`src/rtl/cordic_sc_pkg.sv`:
```
// shared types, constants and arctangent table for the cordic sine/cosine unit
`timescale 1ns / 1ps

package cordic_sc_pkg;

   // number of cordic rotation steps (8 to 18)
   localparam int ROTATION_STEPS = 12;
   // fraction bits of the residual angle (0 to 16)
   localparam int RESIDUAL_FRACTION_BITS = 8;

   // field widths
   localparam int ANGLE_W = 16;
   localparam int TRIG_W  = 16;
   localparam int FOLD_W  = 14;
   // residual holds a signed angle of up to about one full turn with its fraction bits
   localparam int RES_W   = RESIDUAL_FRACTION_BITS + 16;
   // rotating vector peaks near 2^26
   localparam int XY_W    = 29;
   localparam int SHIFT_W = 5;
   localparam int TABLE_LEN = 18;

   // angle landmarks in counts
   localparam logic [ANGLE_W-2:0] QUARTER       = 15'd8192;
   localparam logic [ANGLE_W-2:0] HALF          = 15'd16384;
   localparam logic [ANGLE_W-2:0] THREE_QUARTER = 15'd24576;
   localparam logic [ANGLE_W-1:0] FULL_TURN     = 16'd32768;

   // start vector, pre-divided by the cordic gain
   localparam logic signed [XY_W-1:0] START_X = 29'sd40752061;
   localparam int OUT_SHIFT = 11;

   // arctangent of 2^-i in counts, scaled by 2^16
   localparam longint ATAN_Q16 [TABLE_LEN] = '{
      268435456, 158466703, 83729449, 42502377, 21333665, 10677230,
      5339919, 2670123, 1335082, 667543, 333772, 166886,
      83443, 41722, 20861, 10430, 5215, 2608
   };

   // data carried between pipeline stages
   typedef struct packed {
      logic signed [XY_W-1:0]  x;
      logic signed [XY_W-1:0]  y;
      logic signed [RES_W-1:0] r;
      logic                    neg_x;
      logic                    neg_y;
   } vec_type;

   // arctangent constant at the residual fraction width, rounded half up
   function automatic logic signed [RES_W-1:0] atan_const(input int idx);
      longint c;
      c = ATAN_Q16[idx];
      if (RESIDUAL_FRACTION_BITS < 16) begin
         c = (c + (64'sd1 <<< (15 - RESIDUAL_FRACTION_BITS)))
             >>> (16 - RESIDUAL_FRACTION_BITS);
      end
      return c[RES_W-1:0];
   endfunction

endpackage

```
`src/rtl/cordic_sin_cos_unit.sv`:
```
// cordic sine and cosine unit, fully pipelined, top level
//
// channel  direction  payload
// req_     in         tdata[15:0] turn_angle
// rsp_     out        tdata[15:0] cosine, tdata[31:16] sine
//
// one angle accepted per cycle unless back-pressure on rsp_ stalls the pipeline; registers in
// order: fold register, one register per rotation step, output register
// reset clears all stage valid bits; payload registers are not reset
// each stage holds its item while the next one is full and stalled, so an
// empty stage still takes a new transaction while a result waits on rsp_
`timescale 1ns / 1ps

module cordic_sin_cos_unit (
   input  logic        clock,
   input  logic        reset,
   input  logic        req_tvalid,
   output logic        req_tready,
   input  logic [15:0] req_tdata,   // [15:0] turn_angle
   output logic        rsp_tvalid,
   input  logic        rsp_tready,
   output logic [31:0] rsp_tdata    // [15:0] cosine, [31:16] sine
);

   localparam int STEPS = cordic_sc_pkg::ROTATION_STEPS;
   localparam int XY_W  = cordic_sc_pkg::XY_W;
   localparam int SH_W  = XY_W - cordic_sc_pkg::OUT_SHIFT;

   // pipeline links: step_data[k] feeds step k, step_data[STEPS] feeds output
   cordic_sc_pkg::vec_type step_data  [STEPS+1];
   logic                   step_valid [STEPS+1];
   logic                   step_ready [STEPS+1];

   logic                   s0_vld_ff;
   cordic_sc_pkg::vec_type s0_data_ff;
   cordic_sc_pkg::vec_type s0_data_in;

   logic [cordic_sc_pkg::ANGLE_W-2:0] angle;
   logic [cordic_sc_pkg::FOLD_W-1:0]  fold;

   logic                               out_ready;
   logic                               rsp_tvalid_ff;
   logic [31:0]                        rsp_tdata_ff;
   logic [31:0]                        rsp_tdata_in;
   logic signed [XY_W-1:0]             x_sign;
   logic signed [XY_W-1:0]             y_sign;
   logic signed [XY_W-1:0]             x_shift;
   logic signed [XY_W-1:0]             y_shift;

   // clamp a shifted value to the 16-bit signed range
   function automatic logic [15:0] sat16(input logic signed [SH_W-1:0] v);
      logic [15:0] res;
      if (v > SH_W'(32767)) begin
         res = 16'h7fff;
      end else if (v < -SH_W'(32768)) begin
         res = 16'h8000;
      end else begin
         res = v[15:0];
      end
      return res;
   endfunction

   // wrap to one turn and fold into the first quadrant
   always_comb begin
      angle = req_tdata[cordic_sc_pkg::ANGLE_W-2:0];
      s0_data_in.x = cordic_sc_pkg::START_X;
      s0_data_in.y = '0;
      if (angle <= cordic_sc_pkg::QUARTER) begin
         fold = angle[cordic_sc_pkg::FOLD_W-1:0];
         s0_data_in.neg_x = 1'b0;
         s0_data_in.neg_y = 1'b0;
      end else if (angle <= cordic_sc_pkg::HALF) begin
         fold = cordic_sc_pkg::FOLD_W'(cordic_sc_pkg::HALF - angle);
         s0_data_in.neg_x = 1'b1;
         s0_data_in.neg_y = 1'b0;
      end else if (angle <= cordic_sc_pkg::THREE_QUARTER) begin
         fold = cordic_sc_pkg::FOLD_W'(angle - cordic_sc_pkg::HALF);
         s0_data_in.neg_x = 1'b1;
         s0_data_in.neg_y = 1'b1;
      end else begin
         fold = cordic_sc_pkg::FOLD_W'(cordic_sc_pkg::FULL_TURN - {1'b0, angle});
         s0_data_in.neg_x = 1'b0;
         s0_data_in.neg_y = 1'b1;
      end
      s0_data_in.r = cordic_sc_pkg::RES_W'(fold) <<< cordic_sc_pkg::RESIDUAL_FRACTION_BITS;
   end

   assign req_tready = !s0_vld_ff || step_ready[0];

   // fold stage valid bit
   always_ff @(posedge clock) begin
      if (reset) begin
         s0_vld_ff <= 1'b0;
      end else if (req_tready) begin
         s0_vld_ff <= req_tvalid;
      end
   end

   // fold stage payload
   always_ff @(posedge clock) begin
      if (req_tready && req_tvalid) begin
         s0_data_ff <= s0_data_in;
      end
   end

   assign step_data[0]  = s0_data_ff;
   assign step_valid[0] = s0_vld_ff;

   // rotation steps
   for (genvar k = 0; k < STEPS; k++) begin : g_step
      cordic_sc_step u_step (
         .clock      (clock),
         .reset      (reset),
         .step_shift (cordic_sc_pkg::SHIFT_W'(k)),
         .step_atan  (cordic_sc_pkg::atan_const(k)),
         .up_valid   (step_valid[k]),
         .up_ready   (step_ready[k]),
         .up_data    (step_data[k]),
         .down_valid (step_valid[k+1]),
         .down_ready (step_ready[k+1]),
         .down_data  (step_data[k+1])
      );
   end

   assign out_ready         = !rsp_tvalid_ff || rsp_tready;
   assign step_ready[STEPS] = out_ready;

   // restore signs per sector, scale down and saturate
   always_comb begin
      x_sign  = step_data[STEPS].neg_x ? -step_data[STEPS].x : step_data[STEPS].x;
      y_sign  = step_data[STEPS].neg_y ? -step_data[STEPS].y : step_data[STEPS].y;
      x_shift = x_sign >>> cordic_sc_pkg::OUT_SHIFT;
      y_shift = y_sign >>> cordic_sc_pkg::OUT_SHIFT;
      rsp_tdata_in = {sat16(y_shift[SH_W-1:0]), sat16(x_shift[SH_W-1:0])};
   end

   // output valid bit
   always_ff @(posedge clock) begin
      if (reset) begin
         rsp_tvalid_ff <= 1'b0;
      end else if (out_ready) begin
         rsp_tvalid_ff <= step_valid[STEPS];
      end
   end

   // output payload
   always_ff @(posedge clock) begin
      if (out_ready && step_valid[STEPS]) begin
         rsp_tdata_ff <= rsp_tdata_in;
      end
   end

   assign rsp_tvalid = rsp_tvalid_ff;
   assign rsp_tdata  = rsp_tdata_ff;

`ifndef ASSERT_OFF
   // an accepted angle lands in the fold stage
   a_fold_load: assert property (@(posedge clock) disable iff (reset)
      (req_tvalid && req_tready) |=> s0_vld_ff)
      else $error("accepted transaction missing from fold stage");

   // a stalled fold stage keeps its item
   a_fold_hold: assert property (@(posedge clock) disable iff (reset)
      (s0_vld_ff && !step_ready[0]) |=> (s0_vld_ff && $stable(s0_data_ff)))
      else $error("fold stage lost or changed a stalled item");

   // a stalled last rotation step keeps its item
   a_last_hold: assert property (@(posedge clock) disable iff (reset)
      (step_valid[STEPS] && !out_ready) |=>
      (step_valid[STEPS] && $stable(step_data[STEPS])))
      else $error("last rotation step lost or changed a stalled item");
`endif

endmodule

```
`src/rtl/cordic_sc_step.sv`:
```
// one registered cordic rotation step with its own valid bit
`timescale 1ns / 1ps

module cordic_sc_step (
   input  logic                                   clock,
   input  logic                                   reset,
   input  logic [cordic_sc_pkg::SHIFT_W-1:0]      step_shift,
   input  logic signed [cordic_sc_pkg::RES_W-1:0] step_atan,
   input  logic                                   up_valid,
   output logic                                   up_ready,
   input  cordic_sc_pkg::vec_type                 up_data,
   output logic                                   down_valid,
   input  logic                                   down_ready,
   output cordic_sc_pkg::vec_type                 down_data
);

   logic                   vld_ff;
   cordic_sc_pkg::vec_type data_ff;
   cordic_sc_pkg::vec_type data_in;

   logic signed [cordic_sc_pkg::XY_W-1:0]  x_cur;
   logic signed [cordic_sc_pkg::XY_W-1:0]  y_cur;
   logic signed [cordic_sc_pkg::RES_W-1:0] r_cur;
   logic signed [cordic_sc_pkg::XY_W-1:0]  dx;
   logic signed [cordic_sc_pkg::XY_W-1:0]  dy;

   // stage moves when empty or when the next stage takes its item
   assign up_ready   = !vld_ff || down_ready;
   assign down_valid = vld_ff;
   assign down_data  = data_ff;

   // rotate toward zero residual
   always_comb begin
      x_cur = up_data.x;
      y_cur = up_data.y;
      r_cur = up_data.r;
      dx    = y_cur >>> step_shift;
      dy    = x_cur >>> step_shift;
      data_in = up_data;
      if (r_cur < 0) begin
         data_in.x = x_cur + dx;
         data_in.y = y_cur - dy;
         data_in.r = r_cur + step_atan;
      end else begin
         data_in.x = x_cur - dx;
         data_in.y = y_cur + dy;
         data_in.r = r_cur - step_atan;
      end
   end

   // stage valid bit
   always_ff @(posedge clock) begin
      if (reset) begin
         vld_ff <= 1'b0;
      end else if (up_ready) begin
         vld_ff <= up_valid;
      end
   end

   // stage payload
   always_ff @(posedge clock) begin
      if (up_ready && up_valid) begin
         data_ff <= data_in;
      end
   end

endmodule
```
`config.mk`:
```
export PLATFORM = sky130hd
export DESIGN_NAME = cordic_sin_cos_unit
export DESIGN_NICKNAME = d
export VERILOG_FILES = /design/src/rtl/cordic_sc_pkg.sv /design/src/rtl/cordic_sin_cos_unit.sv /design/src/rtl/cordic_sc_step.sv
export SDC_FILE = /design/constraint.sdc
export NUM_CORES = 2
export LEC_CHECK = 0
export CAP_MARGIN = 20
export CORE_AREA = 2 2 418 420
export DETAILED_ROUTE_END_ITERATION = 16
export DIE_AREA = 0 0 420 422
export DONT_BUFFER_PORTS = 1
export GPL_TIMING_DRIVEN = 0
export MAX_ROUTING_LAYER = met4
export PLACE_DENSITY = 0.62
export SLEW_MARGIN = 20
export SYNTH_ARGS = -nofsm -noshare
export SYNTH_HDL_FRONTEND = slang
export SYNTH_SLANG_ARGS = --single-unit
```
`constraint.sdc`:
```
create_clock -name clock -period 13.1 [get_ports clock]
set_input_delay 2.62 -clock clock [delete_from_list [all_inputs] [get_ports clock]]
set_output_delay 2.62 -clock clock [all_outputs]
set_load 0.01 [all_outputs]
```
# Yosys cells after proc, flatten, opt, wreduce, memory -nomap -nowiden
# Cells that the tools add are included.
classes:
  n_addsub: 73
  n_lt_le_gt_ge: 19
  mux: 21
  n_reduce_logical: 43
op_table:
  columns: ["operator", "count"]
  rows:
  - ["2-to-1 mux 82 bit", 11]
  - ["< comparator 24 x 1 -> 1 bit, second input constant", 11]
  - ["adder 29 x 26 -> 29 bit", 3]
  - ["subtractor 29 x 26 -> 29 bit", 3]
  - ["adder 29 x 18 -> 29 bit", 2]
  - ["adder 29 x 19 -> 29 bit", 2]
  - ["adder 29 x 20 -> 29 bit", 2]
  - ["adder 29 x 21 -> 29 bit", 2]
  - ["adder 29 x 22 -> 29 bit", 2]
  - ["adder 29 x 23 -> 29 bit", 2]
  - ["adder 29 x 24 -> 29 bit", 2]
  - ["adder 29 x 25 -> 29 bit", 2]
  - ["adder 29 x 27 -> 29 bit", 2]
  - ["2-to-1 mux 29 bit", 2]
  - ["negation 29 bit", 2]
  - ["subtractor 29 x 18 -> 29 bit", 2]
  - ["subtractor 29 x 19 -> 29 bit", 2]
  - ["subtractor 29 x 20 -> 29 bit", 2]
  - ["subtractor 29 x 21 -> 29 bit", 2]
  - ["subtractor 29 x 22 -> 29 bit", 2]
  - ["subtractor 29 x 23 -> 29 bit", 2]
  - ["subtractor 29 x 24 -> 29 bit", 2]
  - ["subtractor 29 x 25 -> 29 bit", 2]
  - ["subtractor 29 x 27 -> 29 bit", 2]
  - ["other kinds (41)", 88]
totals:
  register_bits: 1043
  input_bits: 20
  output_inout_bits: 34
  elab_cells: 234

# Depth between registers and ports, before layout
depth:
  depth_word: 16
  mapped_depth: 21
  depth_no_buf: 21

# Cells and area by module
# A second synthesis with hierarchy kept.
hier_totals:
  hier_cells: 15941
  hier_area_um2: 146772.0
modules_own_cells:
  columns: ["mod", "n_inst", "cells_each", "area_each_um2", "seq_area_each_um2"]
  rows:
  - ["cordic_sc_step at g_step[0].u_step ...", 7, 1303, 11803.8, 2542.4]
  - ["cordic_sc_step at g_step[9].u_step", 1, 1379, 12445.7, 2542.4]
  - ["cordic_sc_step at g_step[11].u_step", 1, 1292, 12418.2, 2542.4]
  - ["cordic_sc_step at g_step[8].u_step", 1, 1237, 12097.9, 2542.4]
  - ["cordic_sc_step at g_step[6].u_step", 1, 1306, 12096.6, 2542.4]
  - ["cordic_sc_step at g_step[7].u_step", 1, 1314, 12042.8, 2542.4]
  - ["cordic_sin_cos_unit", 1, 292, 3044.2, 1481.4]

# Least setup slack after synthesis
# Ideal clock, no wire load.
synth_path:
  path_type: "input to register"
  startpoint: "input port rsp_tready"
  endpoint: "register g_step[4].u_step.data_ff (netlist bit g_step[4].u_step.down_data[0]), enable pin"
  arrival_time_ns: 9.552
  slack_ns: 2.897
  path_stages: 6
  cell_sequence: "nor2b_1 > and3_1 > and3_1 > and2_1 > and3_1 > a21boi_0"
synth_via:
  elab_chain_len: 10
synth_rtl:
  columns: ["item", "line", "source"]
  rows:
  - ["start, declared", "cordic_sin_cos_unit.sv:21", "input logic rsp_tready,"]
  - ["logical OR 1 bit", "cordic_sin_cos_unit.sv:125", "assign out_ready = !rsp_tvalid_ff || rsp_tready;"]
  - ["logical OR 1 bit (8 in series)", "cordic_sc_step.sv:28", "assign up_ready = !vld_ff || down_ready;"]
  - ["logical AND 1 bit", "cordic_sc_step.sv:62", "if (up_ready && up_valid) begin"]
  - ["end signal, assigned", "cordic_sc_step.sv:63", "data_ff <= data_in;"]
  - ["end, declared", "cordic_sc_step.sv:18", "cordic_sc_pkg::vec_type data_ff;"]
# No other way between the ends.
# A chain may end at the register's enable or synchronous reset.

# Worst setup path after layout
layout_path:
  startpoint: "input port rsp_tready"
  endpoint: "output port req_tready"
layout_via:
  elab_chain_len: 14
layout_rtl:
  columns: ["item", "line", "source"]
  rows:
  - ["logical OR 1 bit", "cordic_sin_cos_unit.sv:125", null]
  - ["logical OR 1 bit (12 in series)", "cordic_sc_step.sv:28", null]
  - ["logical OR 1 bit", "cordic_sin_cos_unit.sv:88", "assign req_tready = !s0_vld_ff || step_ready[0];"]
  - ["end, declared", "cordic_sin_cos_unit.sv:18", "output logic req_tready,"]
# No other way between the ends.

==> run metrics <==
launch point of the worst reg-to-reg path g_step[9].u_step.down_data[25]; post-DP HPWL 138,000 um; final core utilization 43.9%; die width 420 um; Rows 153; FILL cells about 16,000; Setup crit start kind primary input; final wirelength approximately 170,000 um; setup_tns 0 ps; Primary FF master, synth edfxtp_1; fmax 0.134 GHz; crit path time final approximately 7500 ps; post-DR vias/cell 5.47; Hold Violations, Final 0; multi-input logic area 41,100 um^2; type of the tightest min-delay check register to register; normalized max-slew margin 30.6%; nets 7,931; Synth Area in Compound Gates 18.0%; Synth Register Bits slightly below 900; clock latency at the later pin of the worst-skew pair 740 ps; commonest non-fill, non-tap cell in the layout edfxtp_1; DRT iter0 DRCs 3,126; Simple-Gate Fraction of Synth Area 12.9%; Core Area 173,000 um^2; HP Start g_step[9].u_step.down_data[0]; cells along the critical path nor2b_1, and3_1, and3_1, and2_1, and3_1, nand4_1; Die H between 400 and 500 um; Post-Synth XOR/XNOR Area 13.1%; PD cells 83.7 nW/um^2; fin crit share 57.0%; Final Non-Filler Cells 9,514; register area 26,100 um^2; Crit Path Category primary input to output pin; share of layout cells above drive strength 1 under 10%; Max VDD drop 94.1 uV; Vias 52,040; Logic pwr share 5.6%; WP buf/inv 0; post-synth net total 7,797; P_int 4940 uW; drc violations 0; die area 177,000 um^2; routability cong. 0.951; worst setup path start rsp_tready; Worst Path Max Fanout 6; post-synthesis sequential area ratio 38.0%; CTS tree done; nature of the critical path endpoint output pin; Final ANT Viol Nets 0; sw power about 1400 uW; switching share of power 22.3%; Final setup viols 0; clock slew at reported path FFs 60 ps; synthesized cell area between 60,000 and 70,000 um^2; Setup Skew 36.7 ps; htree depth 3; RSZ-0062 raised after global routing false; number of synthesis warnings 0; Crit path required time 10,480 ps; post-synthesis adder-cell area fraction 14.9%; CTS root buf clkbuf_16; gr ovfl total 0; Num CTS Buffers 100; Post-Syn Area per Cell 9.85 um^2; mux share of post-synthesis cell area 0.796%; most frequent cells in the layout edfxtp_1 (861), ha_1 (779), a21oi_1 (733), xnor2_1 (667), nor2_1 (636); IO Count 54; Slowest cell on crit path and3_1; Initial Util between 30% and 40%; Largest delay share family, worst path simple AND/OR/NAND/NOR gates; post-synth cell types 81; Flop pwr share 49.0%; total power roughly 6400 uW; clock sink total 875; max cap viols 0; vias in the first global route 51,333; Worst-Margin Slew 1010 ps; dpl cells 9,331; Critical Path Most Common Cell and3_1; Clock power frac 45.4%; Area Growth Syn to Fin 10.5%; first drt pass iteration count 6; antenna violations before repair 5; WP data arrival 4850 ps; largest net degree at the start of global routing 32; postcts setup bufs 0; Post-Synthesis Cells between 6,000 and 7,000; post-CTS sizing 0; first-pass GRT wire length 275,000 um; Max Root-Sink Buffers 3; Port Buf Inserts 0; Post-synth EDFFs 861; Critical Path Max Stage Delay 450 ps; largest family of logic cells by synthesized area compound AO/OA/AOI/OAI gates; fin. max-slew vios 0; status complete, no violations; P_leak 0.0297 uW; ys async rst share 0%; hold buffer count at cts 0; wire length per cell around 18 um; total track usage between 10% and 20%
## cell usage after synthesis (11+ instances only)
cell type / n / area share [%]
edfxtp_1: 861 / 38
ha_1: 779 / 14
a21oi_1: 734 / 5.3
xnor2_1: 667 / 8.5
nor2_1: 636 / 3.5
xor2_1: 360 / 4.6
o21ai_0: 346 / 2.5
inv_1: 311 / 1.7
nand2_1: 281 / 1.5
a21o_1: 272 / 3.0
nor3_1: 219 / 1.6
o21a_1: 126 / 1.4
nor2b_1: 114 / 1.0
nand3_1: 108 / 0.79
nand2b_1: 102 / 0.93
clkbuf_1: 84 / 0.46
and3_1: 73 / 0.66
a31oi_1: 69 / 0.63
a211oi_1: 62 / 0.68
nor4_1: 60 / 0.55
and2_1: 54 / 0.49
o21bai_1: 54 / 0.59
or3_1: 48 / 0.44
o31ai_1: 42 / 0.46
nand4_1: 34 / 0.31
mux2_2: 29 / 0.48
o211ai_1: 28 / 0.31
o41ai_1: 26 / 0.33
a21boi_0: 25 / 0.27
fa_1: 24 / 0.70
mux2i_1: 22 / 0.32
a2111oi_0: 20 / 0.25
o31a_1: 19 / 0.24
a31o_2: 18 / 0.23
a211o_1: 17 / 0.22
nor3b_1: 17 / 0.19
or2_2: 17 / 0.15
or4_1: 17 / 0.19
a41oi_1: 16 / 0.20
buf_1: 15 / 0.082
dfxtp_1: 14 / 0.41
o2111ai_1: 13 / 0.17
a311o_1: 11 / 0.16
o21ai_1: 11 / 0.080
## area by class of cell
class / instances / area share [%]
clock inverter: 65 / 1.02
multi-input combinational: 5682 / 54.2
tap: 2325 / 3.83
sequential: 875 / 34.4
buffer: 102 / 0.518
clock buffer: 117 / 3.45
timing repair buffer: 32 / 1.00
antenna: 1 / 0.00330
inverter: 315 / 1.56
## cells by family (layout without fill, tap and decap cells)
logic type,Yosys count,count (layout)
multiplexers,51,51
adder cells (fa/ha/maj),803,803
flip-flops,875,875
AO/OA/AOI/OAI,1978,1978
buffers and inverters,417,631
other,0,1
XOR/XNOR,1027,1027
AND/OR/NAND/NOR,1823,1823
## power by group through the flow
| stage | combinational (uW) | clock, uW | sequential [uW] |
|---|---|---|---|
| after floorplan | 275 | 0 | 3160 |
| after global placement | 345 | 0 | 3180 |
| after detailed placement | 354 | 0 | 3170 |
| after CTS | 357 | 2970 | 3110 |
| after global routing | 402 | 3070 | 3120 |
| final | 357 | 2890 | 3110 |
## metal layers
layer / routed length, um / GRT usage, %
met5: 0 / -
met4: 5910 / 6.55
met3: 5550 / 2.22
met2: 86400 / 34.7
met1: 74000 / 23.3
## sequential cells by signal, summed over array words and instances (netlist names)
| name | count |
|---|---|
| g_step.u_step.down_data | 813 |
| g_step.u_step.down_valid | 12 |
| rsp_tdata | 32 |
| rsp_tvalid | 1 |
| s0_data_ff | 16 |
| s0_vld_ff | 1 |
## worst paths after layout
path,slack [ps],to,cells past startpoint
setup / recovery,5630,req_tready,6
hold / removal,380,g_step[10].u_step.down_data[0],0
setup reg to reg,7070,g_step[10].u_step.down_data[51],15
hold reg to reg,380,g_step[10].u_step.down_data[0],0
## per-stage QoR
stage	hold WS (ps)	setup slack, ps	area, um^2
after floorplan	400	2900	68700
after global placement	401	-39.1	71600
after detailed placement	405	5640	72500
after CTS	383	5640	75900
after global routing	401	5490	75900
final	384	5630	75900
(Power assumes the default switching activity.)
